File: src/ptt_pkg.sv
// ----------------------------------------------------------------------------
// ptt_pkg
// Shared types and constants for the periodic task timer table.
// ----------------------------------------------------------------------------
package ptt_pkg;

  localparam logic [31:0] FOREVER   = 32'hFFFF_FFFF;
  localparam logic [31:0] EMPTY_DUE = 32'h00FF_FFFF;
  localparam int          RES_MAX   = 16;
  localparam int          RW        = $clog2(RES_MAX + 1);
  localparam int          RIW       = $clog2(RES_MAX);

  typedef enum logic [1:0] {
    CMD_ADD    = 2'd0,
    CMD_REMOVE = 2'd1,
    CMD_TICK   = 2'd2,
    CMD_RSVD   = 2'd3
  } cmd_t;

  localparam logic [2:0] ST_ADDED    = 3'd0;
  localparam logic [2:0] ST_BAD_ARGS = 3'd1;
  localparam logic [2:0] ST_FULL     = 3'd2;
  localparam logic [2:0] ST_REMOVED  = 3'd3;
  localparam logic [2:0] ST_NOT_FND  = 3'd4;
  localparam logic [2:0] ST_FIRED    = 3'd5;
  localparam logic [2:0] ST_NO_FIRE  = 3'd6;

  typedef enum logic [2:0] {
    OP_NONE,
    OP_ADD,
    OP_DEL,
    OP_TICK,
    OP_FIRE
  } op_kind_t;

  typedef enum logic [1:0] {
    SCAN_FREE,
    SCAN_MATCH,
    SCAN_FIRE,
    SCAN_DUE
  } scan_t;

  typedef enum logic [1:0] {
    S_IDLE,
    S_TICK,
    S_SCAN,
    S_EMIT
  } state_t;

  typedef struct packed {
    op_kind_t    kind;
    logic [31:0] new_id;
    logic [31:0] period;
    logic [31:0] count;
    logic [31:0] elapsed;
    logic [31:0] tid;
  } cell_op_t;

  typedef struct packed {
    logic        found;
    logic [31:0] key;
  } link_t;

endpackage

File: src/ptt_cell.sv
// ----------------------------------------------------------------------------
// ptt_cell
// One timer slot. Applies broadcast updates and forwards the running search
// result to its neighbor every cycle.
// ----------------------------------------------------------------------------
module ptt_cell #(
  parameter int SLOTS = 16,
  parameter int IDX   = 0,
  parameter int SW    = $clog2(SLOTS)
) (
  input  logic             clk,
  input  logic             rst_n,
  input  ptt_pkg::cell_op_t op,
  input  logic [SW-1:0]    op_slot,
  input  ptt_pkg::scan_t   mode,
  input  ptt_pkg::link_t   link_in,
  input  logic [SW-1:0]    slot_in,
  output ptt_pkg::link_t   link_out,
  output logic [SW-1:0]    slot_out
);
  import ptt_pkg::*;

  localparam logic [SW-1:0] MY_SLOT = SW'(IDX);

  logic        valid_r, valid_nxt;
  logic [31:0] id_r, id_nxt;
  logic [31:0] period_r, period_nxt;
  logic [31:0] rem_r, rem_nxt;
  logic [31:0] wait_r, wait_nxt;
  link_t       link_r, link_nxt;
  logic [SW-1:0] slot_r, slot_nxt;

  logic        sel;
  logic        cand;
  logic        take;
  logic [31:0] key_mine;
  logic [31:0] rem_dec;

  assign sel = (op_slot == MY_SLOT);

  always_comb begin
    valid_nxt  = valid_r;
    id_nxt     = id_r;
    period_nxt = period_r;
    rem_nxt    = rem_r;
    wait_nxt   = wait_r;
    rem_dec    = (rem_r != 32'd0) ? rem_r - 32'd1 : 32'd0;
    case (op.kind)
      OP_ADD: begin
        if (sel) begin
          valid_nxt  = 1'b1;
          id_nxt     = op.new_id;
          period_nxt = op.period;
          rem_nxt    = op.count;
          wait_nxt   = op.period;
        end
      end
      OP_DEL: begin
        if (sel) valid_nxt = 1'b0;
      end
      OP_TICK: begin
        if (valid_r) wait_nxt = (wait_r > op.elapsed) ? wait_r - op.elapsed : 32'd0;
      end
      OP_FIRE: begin
        if (sel) begin
          wait_nxt = period_r;
          if (rem_r != FOREVER) begin
            rem_nxt = rem_dec;
            if (rem_dec == 32'd0) valid_nxt = 1'b0;
          end
          if (period_r == 32'd0) valid_nxt = 1'b0;
        end
      end
      default: ;
    endcase
  end

  always_comb begin
    cand     = 1'b0;
    key_mine = 32'd0;
    take     = 1'b0;
    case (mode)
      SCAN_FREE: begin
        cand = !valid_r;
        take = cand && !link_in.found;
      end
      SCAN_MATCH: begin
        cand = valid_r && (id_r == op.tid);
        take = cand && !link_in.found;
      end
      SCAN_FIRE: begin
        cand     = valid_r && (wait_r == 32'd0);
        key_mine = id_r;
        take     = cand && (!link_in.found || (key_mine < link_in.key));
      end
      default: begin
        cand     = valid_r;
        key_mine = wait_r;
        take     = cand && (!link_in.found || (key_mine < link_in.key));
      end
    endcase
    if (take) begin
      link_nxt.found = 1'b1;
      link_nxt.key   = key_mine;
      slot_nxt       = MY_SLOT;
    end else begin
      link_nxt = link_in;
      slot_nxt = slot_in;
    end
  end

  always_ff @(posedge clk) begin
    if (!rst_n) begin
      valid_r <= 1'b0;
      link_r  <= '0;
      slot_r  <= '0;
    end else begin
      valid_r <= valid_nxt;
      link_r  <= link_nxt;
      slot_r  <= slot_nxt;
    end
  end

  always_ff @(posedge clk) begin
    id_r     <= id_nxt;
    period_r <= period_nxt;
    rem_r    <= rem_nxt;
    wait_r   <= wait_nxt;
  end

  assign link_out = link_r;
  assign slot_out = slot_r;

endmodule

File: config.mk
export PLATFORM = sky130hd
export DESIGN_NAME = ptt_cell
export DESIGN_NICKNAME = d
export VERILOG_FILES = /design/src/ptt_pkg.sv /design/src/ptt_cell.sv
export SDC_FILE = /design/constraint.sdc
export NUM_CORES = 1
export LEC_CHECK = 0
export CORE_MARGIN = 2
export CORE_UTILIZATION = 65
export DETAILED_ROUTE_END_ITERATION = 10
export DONT_BUFFER_PORTS = 1
export PLACE_DENSITY = 0.81
export SYNTH_ARGS = -nofsm -noshare
export SYNTH_HDL_FRONTEND = slang
export SYNTH_SLANG_ARGS = --single-unit
File: constraint.sdc
create_clock -name clk -period 8.48 [get_ports clk]
set_input_delay 1.696 -clock clk [delete_from_list [all_inputs] [get_ports clk]]
set_output_delay 1.696 -clock clk [all_outputs]
set_load 0.1 [all_outputs]
---- Word-level counts from Yosys, hierarchy flattened ----
Cells that the tools add are included.
operators by class
  add/sub/neg operators ................... 2
  $lt $le $gt $ge ......................... 3
  equality and inequality tests ........... 15
  mux-type cells .......................... 20
  bitwise logic cells ..................... 1
  reduce and logical (&&, ||, !) cells .... 25
operators with widths
  kind                   number
  $mux 32                8
  $pmux 32 s2            2
  $logic_not 32->1       3
  $pmux 32 s3            1
  $lt 32x32->1           2
  $mux 33                1
  $eq 32x32->1           1
  $gt 32x32->1           1
  $ne 32x32->1 const B   1
  $reduce_bool 32->1     1
  $sub 32x1->32 const B  1
  $sub 32x32->32         1
  $ne 2x2->1 const B     5
  $reduce_and 4->1       2
  $eq 3x2->1 const B     2
  $logic_and 1x1->1      6
  $mux 1                 6
  $ne 3x3->1 const B     2
  $pmux 1 s3             2
  $reduce_and 6->1       1
  $reduce_bool 3->1      2
  $logic_not 4->1        1
  $reduce_or 2->1        2
  $eq 3x1->1 const B     1
  other kinds (9)        11
word-level totals
  flip-flop bits (word level) ............. 166
  input port bits ......................... 208
  output and inout port bits .............. 37
  word-level logic and storage cells ...... 74

---- Logic depth before layout (Yosys ltp) ----
Gate-level depths: netlist (run 1).
  depth in word-level cells ............... 8
  mapped depth ............................ 13
  mapped depth without buffers ............ 12

---- Least setup slack after synthesis (run 1) ----
Ideal clock, no wire load.
  path kind ............................... input to register
  from .................................... input op_slot[1]
  to ...................................... register wait_r[0], enable pin
  library setup time ...................... 0.466 ns
  arrival ................................. 4.819 ns
  required time ........................... 8.014 ns
  slack ................................... 3.195 ns
  stages on the path ...................... 4
  buffers on the path ..................... 0
  path through ............................ or4_1 -> nor2_1 -> nand2_1 -> o21ai_0
on the way
  cells in the longest elaborated chain, start to end .. 3
  elaborated cells on any way between the ends .. 4
  classes of those cells .................. eq/ne (2); reduce/logical (2)
ends and longest elaborated chain
  item                                   line             RTL
  start: declaration                     ptt_cell.sv:14   input logic [SW-1:0] op_slot,
  $logic_not 4->1 (*)                    ptt_cell.sv:39   assign sel = (op_slot == MY_SLOT);
  $ne 2x2->1 (no source line)            -
  $reduce_and 4->1 (no source line) (*)  -
  end signal: assignment                 ptt_cell.sv:128  wait_r <= wait_nxt;
  end: declaration                       ptt_cell.sv:29   logic [31:0] wait_r, wait_nxt;
Every way passes the cells marked *; elsewhere a longest branch is shown, timed or not.
A chain may end at the register's enable or synchronous reset.

---- Final worst setup path (run 1) ----
  from .................................... input op[32] (netlist bit)
  to ...................................... register wait_r[29], data pin
on the way
  cells in the longest elaborated chain, start to end .. 4
  elaborated cells on any way between the ends .. 5
  classes of those cells .................. add/sub (1); order compare (1); mux (3)
ends and longest elaborated chain
  item                                            line            RTL
  start: declaration                              ptt_cell.sv:13  input ptt_pkg::cell_op_t op,
  $sub 32x32->32 or $gt 32x32->1 (tied branches)  ptt_cell.sv:62  if (valid_r) wait_nxt = (wait_r > op.elapsed) ? wait_r - op.elapsed : 32'd0;
  $mux 32 (*) (2 in a row)                        ptt_cell.sv:62
  $pmux 32 s3 (*)                                 ptt_cell.sv:48  case (op.kind)
  via wait_nxt[29]                                ptt_cell.sv:29
Mark *: on every way through the listed nets, which the timed path passes. The rest lies on a longest branch. The select of a mux whose other input is x is not followed.

==> results of run 1 <==
cell usage in the layout (no fill, tap or decap), drive strengths merged, types with 34 or more instances in the layout:
cell type	synthesis	routed
nor2	46	46
xor2	34	34
o21ai	68	68
edfxtp	128	128
a21oi	60	60
xnor2	52	52
nand2	80	80
dfxtp	38	38
ha	96	96
a31oi	34	34
nand3	106	106
inv	71	74
per-stage QoR:
stage	area (um2)	std cells	hold WS, ns	setup slack (ns)	utilization
after floorplan	11200	1178	0.557	3.20	-
after global placement	11300	1351	0.567	3.45	0.677
after detailed placement	11300	1351	0.584	3.33	0.677
after CTS	11900	1383	0.595	3.77	0.712
after global routing	11900	1383	0.642	3.51	0.712
final	11900	1383	0.596	3.72	0.712
metal layers:
layer,up-vias,GRT usage
met2,632,0.532
met4,0,0.148
met3,90,0.104
met1,4491,0.484
li1,4411,-
met5,-,0
layout make-up:
type                            instances  area (um2)
Clock buffer                           18         429
Clock inverter                         14         151
Fill cell                            1275        4820
Sequential cell                       166        4600
Inverter                               71         267
Multi-Input combinational cell        883        6070
Timing Repair Buffer                   11        82.6
Tap cell                              220         275
how the worst max path moves through the flow:
stage,start,to,cells past startpoint
after floorplan,op_slot[1],wait_r[0],4
after global placement,op[32],wait_r[4],11
after detailed placement,op[32],wait_r[5],11
after CTS,op[32],wait_r[29],11
after global routing,op[32],wait_r[9],11
final,op[32],wait_r[29],11
kinds of logic (layout without fill, tap and decap cells):
group | Yosys count | after routing
compound gates | 306 | 306
xor+xnor | 86 | 86
fa+ha+maj | 97 | 97
buf+inv | 129 | 114
flops | 166 | 166
mux | 1 | 1
simple gates | 393 | 393
state kept, by name, indices dropped and copies added (netlist names):
| name | cells |
|---|---|
| id_r | 32 |
| link_out | 33 |
| period_r | 32 |
| rem_r | 32 |
| slot_out | 4 |
| valid_r | 1 |
| wait_r | 32 |
worst max-delay path, cell delays in order:
cell and delay (ns):
ha_1 0.14, inv_1 0.05, fa_1 0.42, a211oi_1 0.34, nor3_1 0.14, o41a_1 0.41
nor3_1 0.18, nor2_1 0.08, nor3_1 0.24, o21a_1 0.87, o21ai_0 0.30
power by group:
part           switching [uW]  internal (uW)
logic                     122           81.3
clock network             342            436
registers                87.1            893
total                     552           1410
==> flow_metrics.py, run 1 <==
metrics = {
    "grt": {
        "grt_pass1_wl_um": 49600,
        "gr-total-overflow": 0,
        "antenna_found_initial": 0,
        "grt_max_degree": 61,
        "grt.total_usage": 0.355,
        "grt_pass1_vias": 9066,
    },
    "synthesis": {
        "yosys-top-cells-area": "edfxtp_1 34%, ha_1 11%, dfxtp_1 6.8%",
        "synthArstFlopShare": 0,
        "synth_seq_cells": 166,
        "yosysTopAreaCell": "edfxtp_1",
        "netlist-cell-type-count": 64,
        "synthSimpleGateAreaFrac": 0.186,
        "synth_top_area_frac": 0.344,
        "synth_edf_count": 128,
        "yosysMostFrequentCell": "edfxtp_1",
        "synth_common_cells": "128 x edfxtp_1, 106 x nand3_1, 96 x ha_1",
        "synth_compound_area_frac": 0.178,
        "synth_nets": 1483,
        "synth_cells": 1178,
        "syn_area_mm2": 0.0112,
        "synth_top_family_by_area": "simple AND/OR/NAND/NOR gates",
        "synth.area.mux_share": 0.000895,
        "ys_seq_area_frac": 0.412,
        "synthAdderAreaFrac": 0.109,
        "postSynthAreaPerCell_um2": 9.50,
        "synth-warning-count": 0,
        "synth_ff_type": "edfxtp_1",
        "synthXorXnorAreaFrac": 0.0673,
    },
    "critical_path": {
        "crit_path_max_fanout": 32,
        "cp.arrival_ns": 4.88,
        "cp-start-kind": "input port",
        "reg2reg_slack_ns": 4.37,
        "regToRegStartpoint": "wait_r[0]",
        "path_class": "input port to flop",
        "rr_worst_depth": 12,
        "worstReg2RegEnd": "wait_r[29]",
        "end_kind": "flop",
        "critPathRequiredTime_ns": 8.60,
    },
    "sta": {
        "skew_ns": 0.0145,
        "slew-limit-headroom": 0.220,
        "fin_crit_sh": 0.561,
        "final.setup.tns_ns": 0,
        "final_max_slew_viol_count": 0,
        "max_freq_ghz": 0.210,
        "period_minus_slack_ns": 4.76,
        "final-hold-violation-count": 0,
        "setup_viol_count_final": 0,
        "rsz0062_at_grt": "no",
        "tightest_slew_ns": 1.17,
    },
    "drt": {
        "wl_um": 32400,
        "routed.top_layer": "met4",
        "drtIter0Drc": 1147,
        "postRouteAntennaNets": 0,
        "via_per_inst": 6.96,
        "drcViolationCount": 0,
        "met2_length_um": 14200,
        "met3_length_um": 4130,
        "wl_per_cell_um": 23.4,
        "vias": 9624,
        "drtPass1Iterations": 7,
        "wl_met1_um": 12900,
    },
    "outcome": {
        "status": "completed",
    },
    "pwr": {
        "p_per_area_mw_per_mm2": 165,
        "p_total_uw": 1960,
        "peakVddDrop_uv": 176,
        "p_leak_uw": 0.00451,
    },
    "run": {
        "drv_cap": 0,
    },
    "worst_hold_path": {
        "holdPathStages": 2,
        "holdPathEnd": "wait_r[22]",
        "min_from": "period_r[22]",
        "hp-class": "flop to flop",
    },
    "final_layout": {
        "num_antenna_cells": 0,
        "drive_gt1_frac": 0.0533,
        "area_growth_pct": 6.23,
        "nets": 1455,
    },
    "floorplanning": {
        "pin_count": 245,
        "dieArea_mm2": 0.0183,
        "core_region_area_mm2": 0.0167,
        "rows": 47,
        "die_w_um": 135,
        "die_y_um": 135,
        "start_util": 0.670,
    },
    "clocking": {
        "post-cts-setup-buffers": 0,
        "cts_root_buffer": "clkbuf_16",
        "cts_sinks": 166,
        "clk_pin_slew_ns": 0.08,
        "h-tree-depth": 4,
        "clockBufferDepth": 2,
        "cts_resized": 0,
        "numCtsBuffers": 17,
        "holdBufCountCts": 0,
        "clk_latency_ns": 0.44,
        "cts_tree": "built",
    },
    "placement": {
        "portBuffers": 0,
        "gp_congestion": 0.961,
        "hpwl_um": 24500,
    },
}
No activity file was read; power rests on OpenSTA's default activity.
==> run 2, diff against run 1 <==
- CORE_UTILIZATION: 65 -> 59
- PLACE_DENSITY: 0.81 -> 0.78
- clock period: 8.48 -> 4 ns (I/O delays scaled with it)
==> run 2 against run 1 <==
Sequential power increased by 110%. Clock power grew 100%. Power up 110%. Hold slack got worse by 0.14 ns. Sequential share of layout area shrank 0.20 points. Non-clock buffer count is 8 higher. Register-to-register slack worse by 3.8 ns. Routed wire length is 0.89% lower. Clock-buffer cell count stayed put. Die area up 9.9%. Critical path type is now flop to flop. Critical endpoint is now wait_r[4].
==> flow_metrics.py, run 2 (same netlist as run 1, synthesis figures left out) <==
metrics = {
    "worst_hold_path": {
        "holdPathStages": 0,
        "min_from": "op[130]",
        "holdPathEnd": "id_r[2]",
        "hp-class": "input port to flop",
    },
    "grt": {
        "grt.total_usage": 0.316,
        "gr-total-overflow": 0,
        "grt_pass1_wl_um": 48900,
        "antenna_found_initial": 0,
        "grt_max_degree": 61,
        "grt_pass1_vias": 9017,
    },
    "drt": {
        "postRouteAntennaNets": 0,
        "drtIter0Drc": 916,
        "drcViolationCount": 0,
        "via_per_inst": 6.84,
        "wl_um": 32100,
        "vias": 9601,
        "wl_per_cell_um": 22.9,
        "drtPass1Iterations": 5,
    },
    "clocking": {
        "h-tree-depth": 4,
        "clk_latency_ns": 0.43,
        "cts_resized": 0,
        "holdBufCountCts": 0,
        "cts_tree": "built",
        "cts_sinks": 166,
        "cts_root_buffer": "clkbuf_16",
        "numCtsBuffers": 17,
        "clk_pin_slew_ns": 0.07,
        "post-cts-setup-buffers": 0,
        "clockBufferDepth": 2,
    },
    "placement": {
        "gp_congestion": 0.964,
        "portBuffers": 0,
        "hpwl_um": 24600,
    },
    "sta": {
        "setup_viol_count_final": 0,
        "final.setup.tns_ns": 0,
        "final_max_slew_viol_count": 0,
        "slew-limit-headroom": 0.245,
        "skew_ns": 0.0133,
        "rsz0062_at_grt": "no",
        "hold_slack_ns": 0.455,
        "period_minus_slack_ns": 3.44,
        "final-hold-violation-count": 0,
        "fin_crit_sh": 0.860,
        "tightest_slew_ns": 1.13,
        "max_freq_ghz": 0.291,
    },
    "final_layout": {
        "nets": 1463,
        "largest_reg_flops": 33,
        "layout_commonest_cell": "edfxtp_1",
        "mostFrequentLayoutCells": "128 x edfxtp_1, 106 x nand3_1, 96 x ha_1",
        "fill_cells": 1533,
        "area_growth_pct": 6.79,
        "num_antenna_cells": 0,
        "drive_gt1_frac": 0.0607,
    },
    "critical_path": {
        "worstReg2RegEnd": "wait_r[4]",
        "reg2reg_slack_ns": 0.56,
        "crit_chain": "inv_1 > ha_1 > inv_1 > fa_1 > a211oi_1 > nor3_1 > o41a_1 > nor3_1 > nor2_1 > nor3_1 > o21a_1 > buf_4 > o21ai_0",
        "cp-start-kind": "flop",
        "crit_path_max_fanout": 20,
        "cp.arrival_ns": 3.60,
        "critPathRequiredTime_ns": 4.16,
        "end_kind": "flop",
        "max_stage_delay_ns": 0.47,
        "cp_common_cell": "nor3_1",
        "regToRegStartpoint": "wait_r[0]",
        "rr_worst_depth": 13,
        "slowest_stage": "edfxtp_1",
        "path_class": "flop to flop",
    },
    "floorplanning": {
        "die_w_um": 142,
        "start_util": 0.600,
        "die_y_um": 142,
        "rows": 50,
        "core_region_area_mm2": 0.0186,
        "dieArea_mm2": 0.0201,
        "pin_count": 245,
    },
    "outcome": {
        "status": "completed",
    },
    "pwr": {
        "p_per_area_mw_per_mm2": 343,
        "p_total_uw": 4090,
        "peakVddDrop_uv": 361,
        "p_leak_uw": 0.00452,
    },
    "run": {
        "drv_cap": 0,
    },
}
run 2: layout make-up:
type / count / area [um2] / area share
Timing Repair Buffer: 19 / 155 / 0.0130
Clock inverter: 13 / 124 / 0.0104
Sequential cell: 166 / 4600 / 0.385
Multi-Input combinational cell: 883 / 6070 / 0.508
Tap cell: 234 / 293 / 0.0245
Clock buffer: 18 / 429 / 0.0359
Inverter: 71 / 267 / 0.0223
run 2: routing by layer:
metal,vias to the layer above,wire [um],track usage
met5,-,0,0
met3,65,3750,0.0975
met2,563,14600,0.497
met1,4555,13100,0.423
met4,0,746,0.0953
li1,4418,-,-
run 2: critical path, delay by kind of cell (launching register included):
family | cells | cell delay (ns)
simple gates | 4 | 0.65
fa+ha+maj | 2 | 0.59
buf+inv | 3 | 0.37
flops | 1 | 0.47
compound gates | 4 | 1.10
run 2: worst max-delay path by stage:
stage / from / end / slack, ns / cells past startpoint
2_1_floorplan: op_slot[1] / id_r[0] / 0.47 / 3
3_3_place_gp: op[32] / wait_r[7] / 0.49 / 12
3_5_place_dp: op[32] / wait_r[4] / 0.36 / 12
4_1_cts: wait_r[0] / wait_r[4] / 0.59 / 13
5_1_grt: wait_r[0] / wait_r[4] / 0.31 / 13
6_report: wait_r[0] / wait_r[4] / 0.56 / 13
run 2: power by group:
part / internal (uW) / switching [uW] / leakage, uW
combinational: 174 / 260 / 0.00280
sequential: 1890 / 183 / 0.00147
clock: 860 / 724 / 0.000252
total: 2930 / 1170 / 0.00452
run 2: through the flow:
| step | std cells | utilization | worst slack (ns) | area (um2) |
|---|---|---|---|---|
| 2_1_floorplan | 1178 | - | 0.471 | 11200 |
| 3_3_place_gp | 1373 | 0.611 | 0.487 | 11400 |
| 6_report | 1404 | 0.641 | 0.561 | 11900 |
| 5_1_grt | 1404 | 0.641 | 0.310 | 11900 |
| 4_1_cts | 1404 | 0.641 | 0.586 | 11900 |
| 3_5_place_dp | 1373 | 0.611 | 0.360 | 11400 |
==> run 3, diff against run 2 <==
==> constraint.sdc (replaced) <==
create_clock -name clk -period 4 [get_ports clk]
set_input_delay 0.6 -clock clk [delete_from_list [all_inputs] [get_ports clk]]
set_output_delay 0.6 -clock clk [all_outputs]
set_load 0.1 [all_outputs]
==> run 3 against run 2 <==
Core utilization increased by 0.25 points. Sequential power about the same. Hold slack got worse by 0.20 ns. Routed wire length increased by 0.12%. Sequential share of layout area decreased by 0.15 points. Non-clock buffer count decreased by 2. Global-route usage increased by 0.12 points. Combinational power about the same. Die area unchanged. Clock skew about the same. Worst setup slack got worse by 0.18 ns. Clock-buffer cell count increased by 2. Critical endpoint is now wait_r[12].
==> flow_metrics.py, run 3 (same netlist as run 1, synthesis figures left out) <==
metrics = {
    "sta": {
        "tightest_slew_ns": 1.16,
        "max_freq_ghz": 0.277,
        "period_minus_slack_ns": 3.62,
        "final_max_slew_viol_count": 0,
        "slew-limit-headroom": 0.227,
        "rsz0062_at_grt": "no",
        "skew_ns": 0.0135,
        "setup_viol_count_final": 0,
        "fin_crit_sh": 0.904,
        "hold_slack_ns": 0.252,
        "final.setup.tns_ns": 0,
        "final-hold-violation-count": 0,
    },
    "final_layout": {
        "fill_cells": 1536,
        "layout_commonest_cell": "edfxtp_1",
        "num_antenna_cells": 0,
        "drive_gt1_frac": 0.0573,
        "area_growth_pct": 7.20,
        "mostFrequentLayoutCells": "128 x edfxtp_1, 106 x nand3_1, 96 x ha_1",
        "nets": 1461,
        "final_core_util": 0.643,
        "largest_reg_flops": 33,
    },
    "clocking": {
        "cts_resized": 0,
        "clk_latency_ns": 0.44,
        "cts_tree": "built",
        "cts_root_buffer": "clkbuf_16",
        "holdBufCountCts": 0,
        "cts_sinks": 166,
        "numCtsBuffers": 17,
        "clk_pin_slew_ns": 0.07,
        "post-cts-setup-buffers": 0,
        "h-tree-depth": 4,
        "clockBufferDepth": 2,
    },
    "critical_path": {
        "regToRegStartpoint": "wait_r[0]",
        "cp-start-kind": "flop",
        "startpoint": "wait_r[0]",
        "path_class": "flop to flop",
        "max_stage_delay_ns": 0.47,
        "crit_chain": "inv_1 > ha_1 > inv_1 > fa_1 > a211oi_1 > nor3_1 > o41a_1 > nor3_1 > nor2_1 > nor3_1 > o21a_1 > buf_4 > o21ai_0",
        "crit_path_max_fanout": 13,
        "cp.arrival_ns": 3.78,
        "end_kind": "flop",
        "critPathRequiredTime_ns": 4.17,
        "cp_common_cell": "nor3_1",
        "slowest_stage": "edfxtp_1",
    },
    "pwr": {
        "p_per_area_mw_per_mm2": 354,
        "peakVddDrop_uv": 317,
        "p_leak_uw": 0.00455,
    },
    "floorplanning": {
        "rows": 50,
        "core_region_area_mm2": 0.0186,
        "start_util": 0.600,
        "dieArea_mm2": 0.0201,
        "die_y_um": 142,
        "pin_count": 245,
        "die_w_um": 142,
    },
    "grt": {
        "gr-total-overflow": 0,
        "grt_pass1_vias": 9080,
        "grt_max_degree": 61,
        "grt.total_usage": 0.318,
        "grt_pass1_wl_um": 49100,
        "antenna_found_initial": 0,
    },
    "drt": {
        "postRouteAntennaNets": 0,
        "wl_per_cell_um": 22.9,
        "drcViolationCount": 0,
        "drtIter0Drc": 976,
        "wl_um": 32200,
        "vias": 9560,
        "via_per_inst": 6.81,
        "drtPass1Iterations": 6,
    },
    "placement": {
        "gp_congestion": 0.950,
        "hpwl_um": 24700,
        "portBuffers": 0,
    },
    "worst_hold_path": {
        "min_from": "op[121]",
        "hp-class": "input port to flop",
    },
    "outcome": {
        "status": "completed",
    },
    "run": {
        "drv_cap": 0,
    },
}
run 3: worst max-delay path, delay by kind of cell (launching register included):
family | cells | cell delay [ns]
compound gates | 4 | 1.28
fa+ha+maj | 2 | 0.57
flops | 1 | 0.47
buf+inv | 3 | 0.41
simple gates | 4 | 0.62
run 3: report_power, final:
group	leakage, uW	switching [uW]	total [uW]	internal [uW]
sequential	0.00147	184	2080	1890
clock	0.000289	690	1740	1050
combinational	0.00279	261	435	173
total	0.00455	1140	4250	3110
run 3: area by class of cell:
type                            instances  area [um2]  area share
Clock inverter                         12         178      0.0148
Tap cell                              234         293      0.0244
Sequential cell                       166        4600       0.384
Clock buffer                           20         437      0.0364
Multi-Input combinational cell        883        6070       0.507
Timing Repair Buffer                   17         140      0.0117
Inverter                               71         267      0.0222
run 3: layer usage:
metal / GRT usage / routed length, um / share of wire
met5: 0 / 0 / 0
met4: 0.109 / 881 / 0.027
met3: 0.0783 / 3590 / 0.11
met2: 0.505 / 14500 / 0.45
met1: 0.426 / 13200 / 0.41
run 3: final timing paths:
kind                  end  slack [ns]  depth (start not counted)
max            wait_r[12]        0.38                         13
min          period_r[25]        0.25                          0
max reg2reg    wait_r[12]        0.38                         13
min reg2reg    wait_r[25]        0.60                          2
run 3: through the flow:
step                instance area, um2  worst slack [ns]  total power (uW)  cells
global placement                 11400             0.480              2530   1371
finish                           12000             0.384              4250   1403
floorplan                        11200             0.671              2430   1178
detailed placement               11400             0.404              2540   1371
CTS                              12000             0.430              4260   1403
global route                     12000             0.117              4380   1403
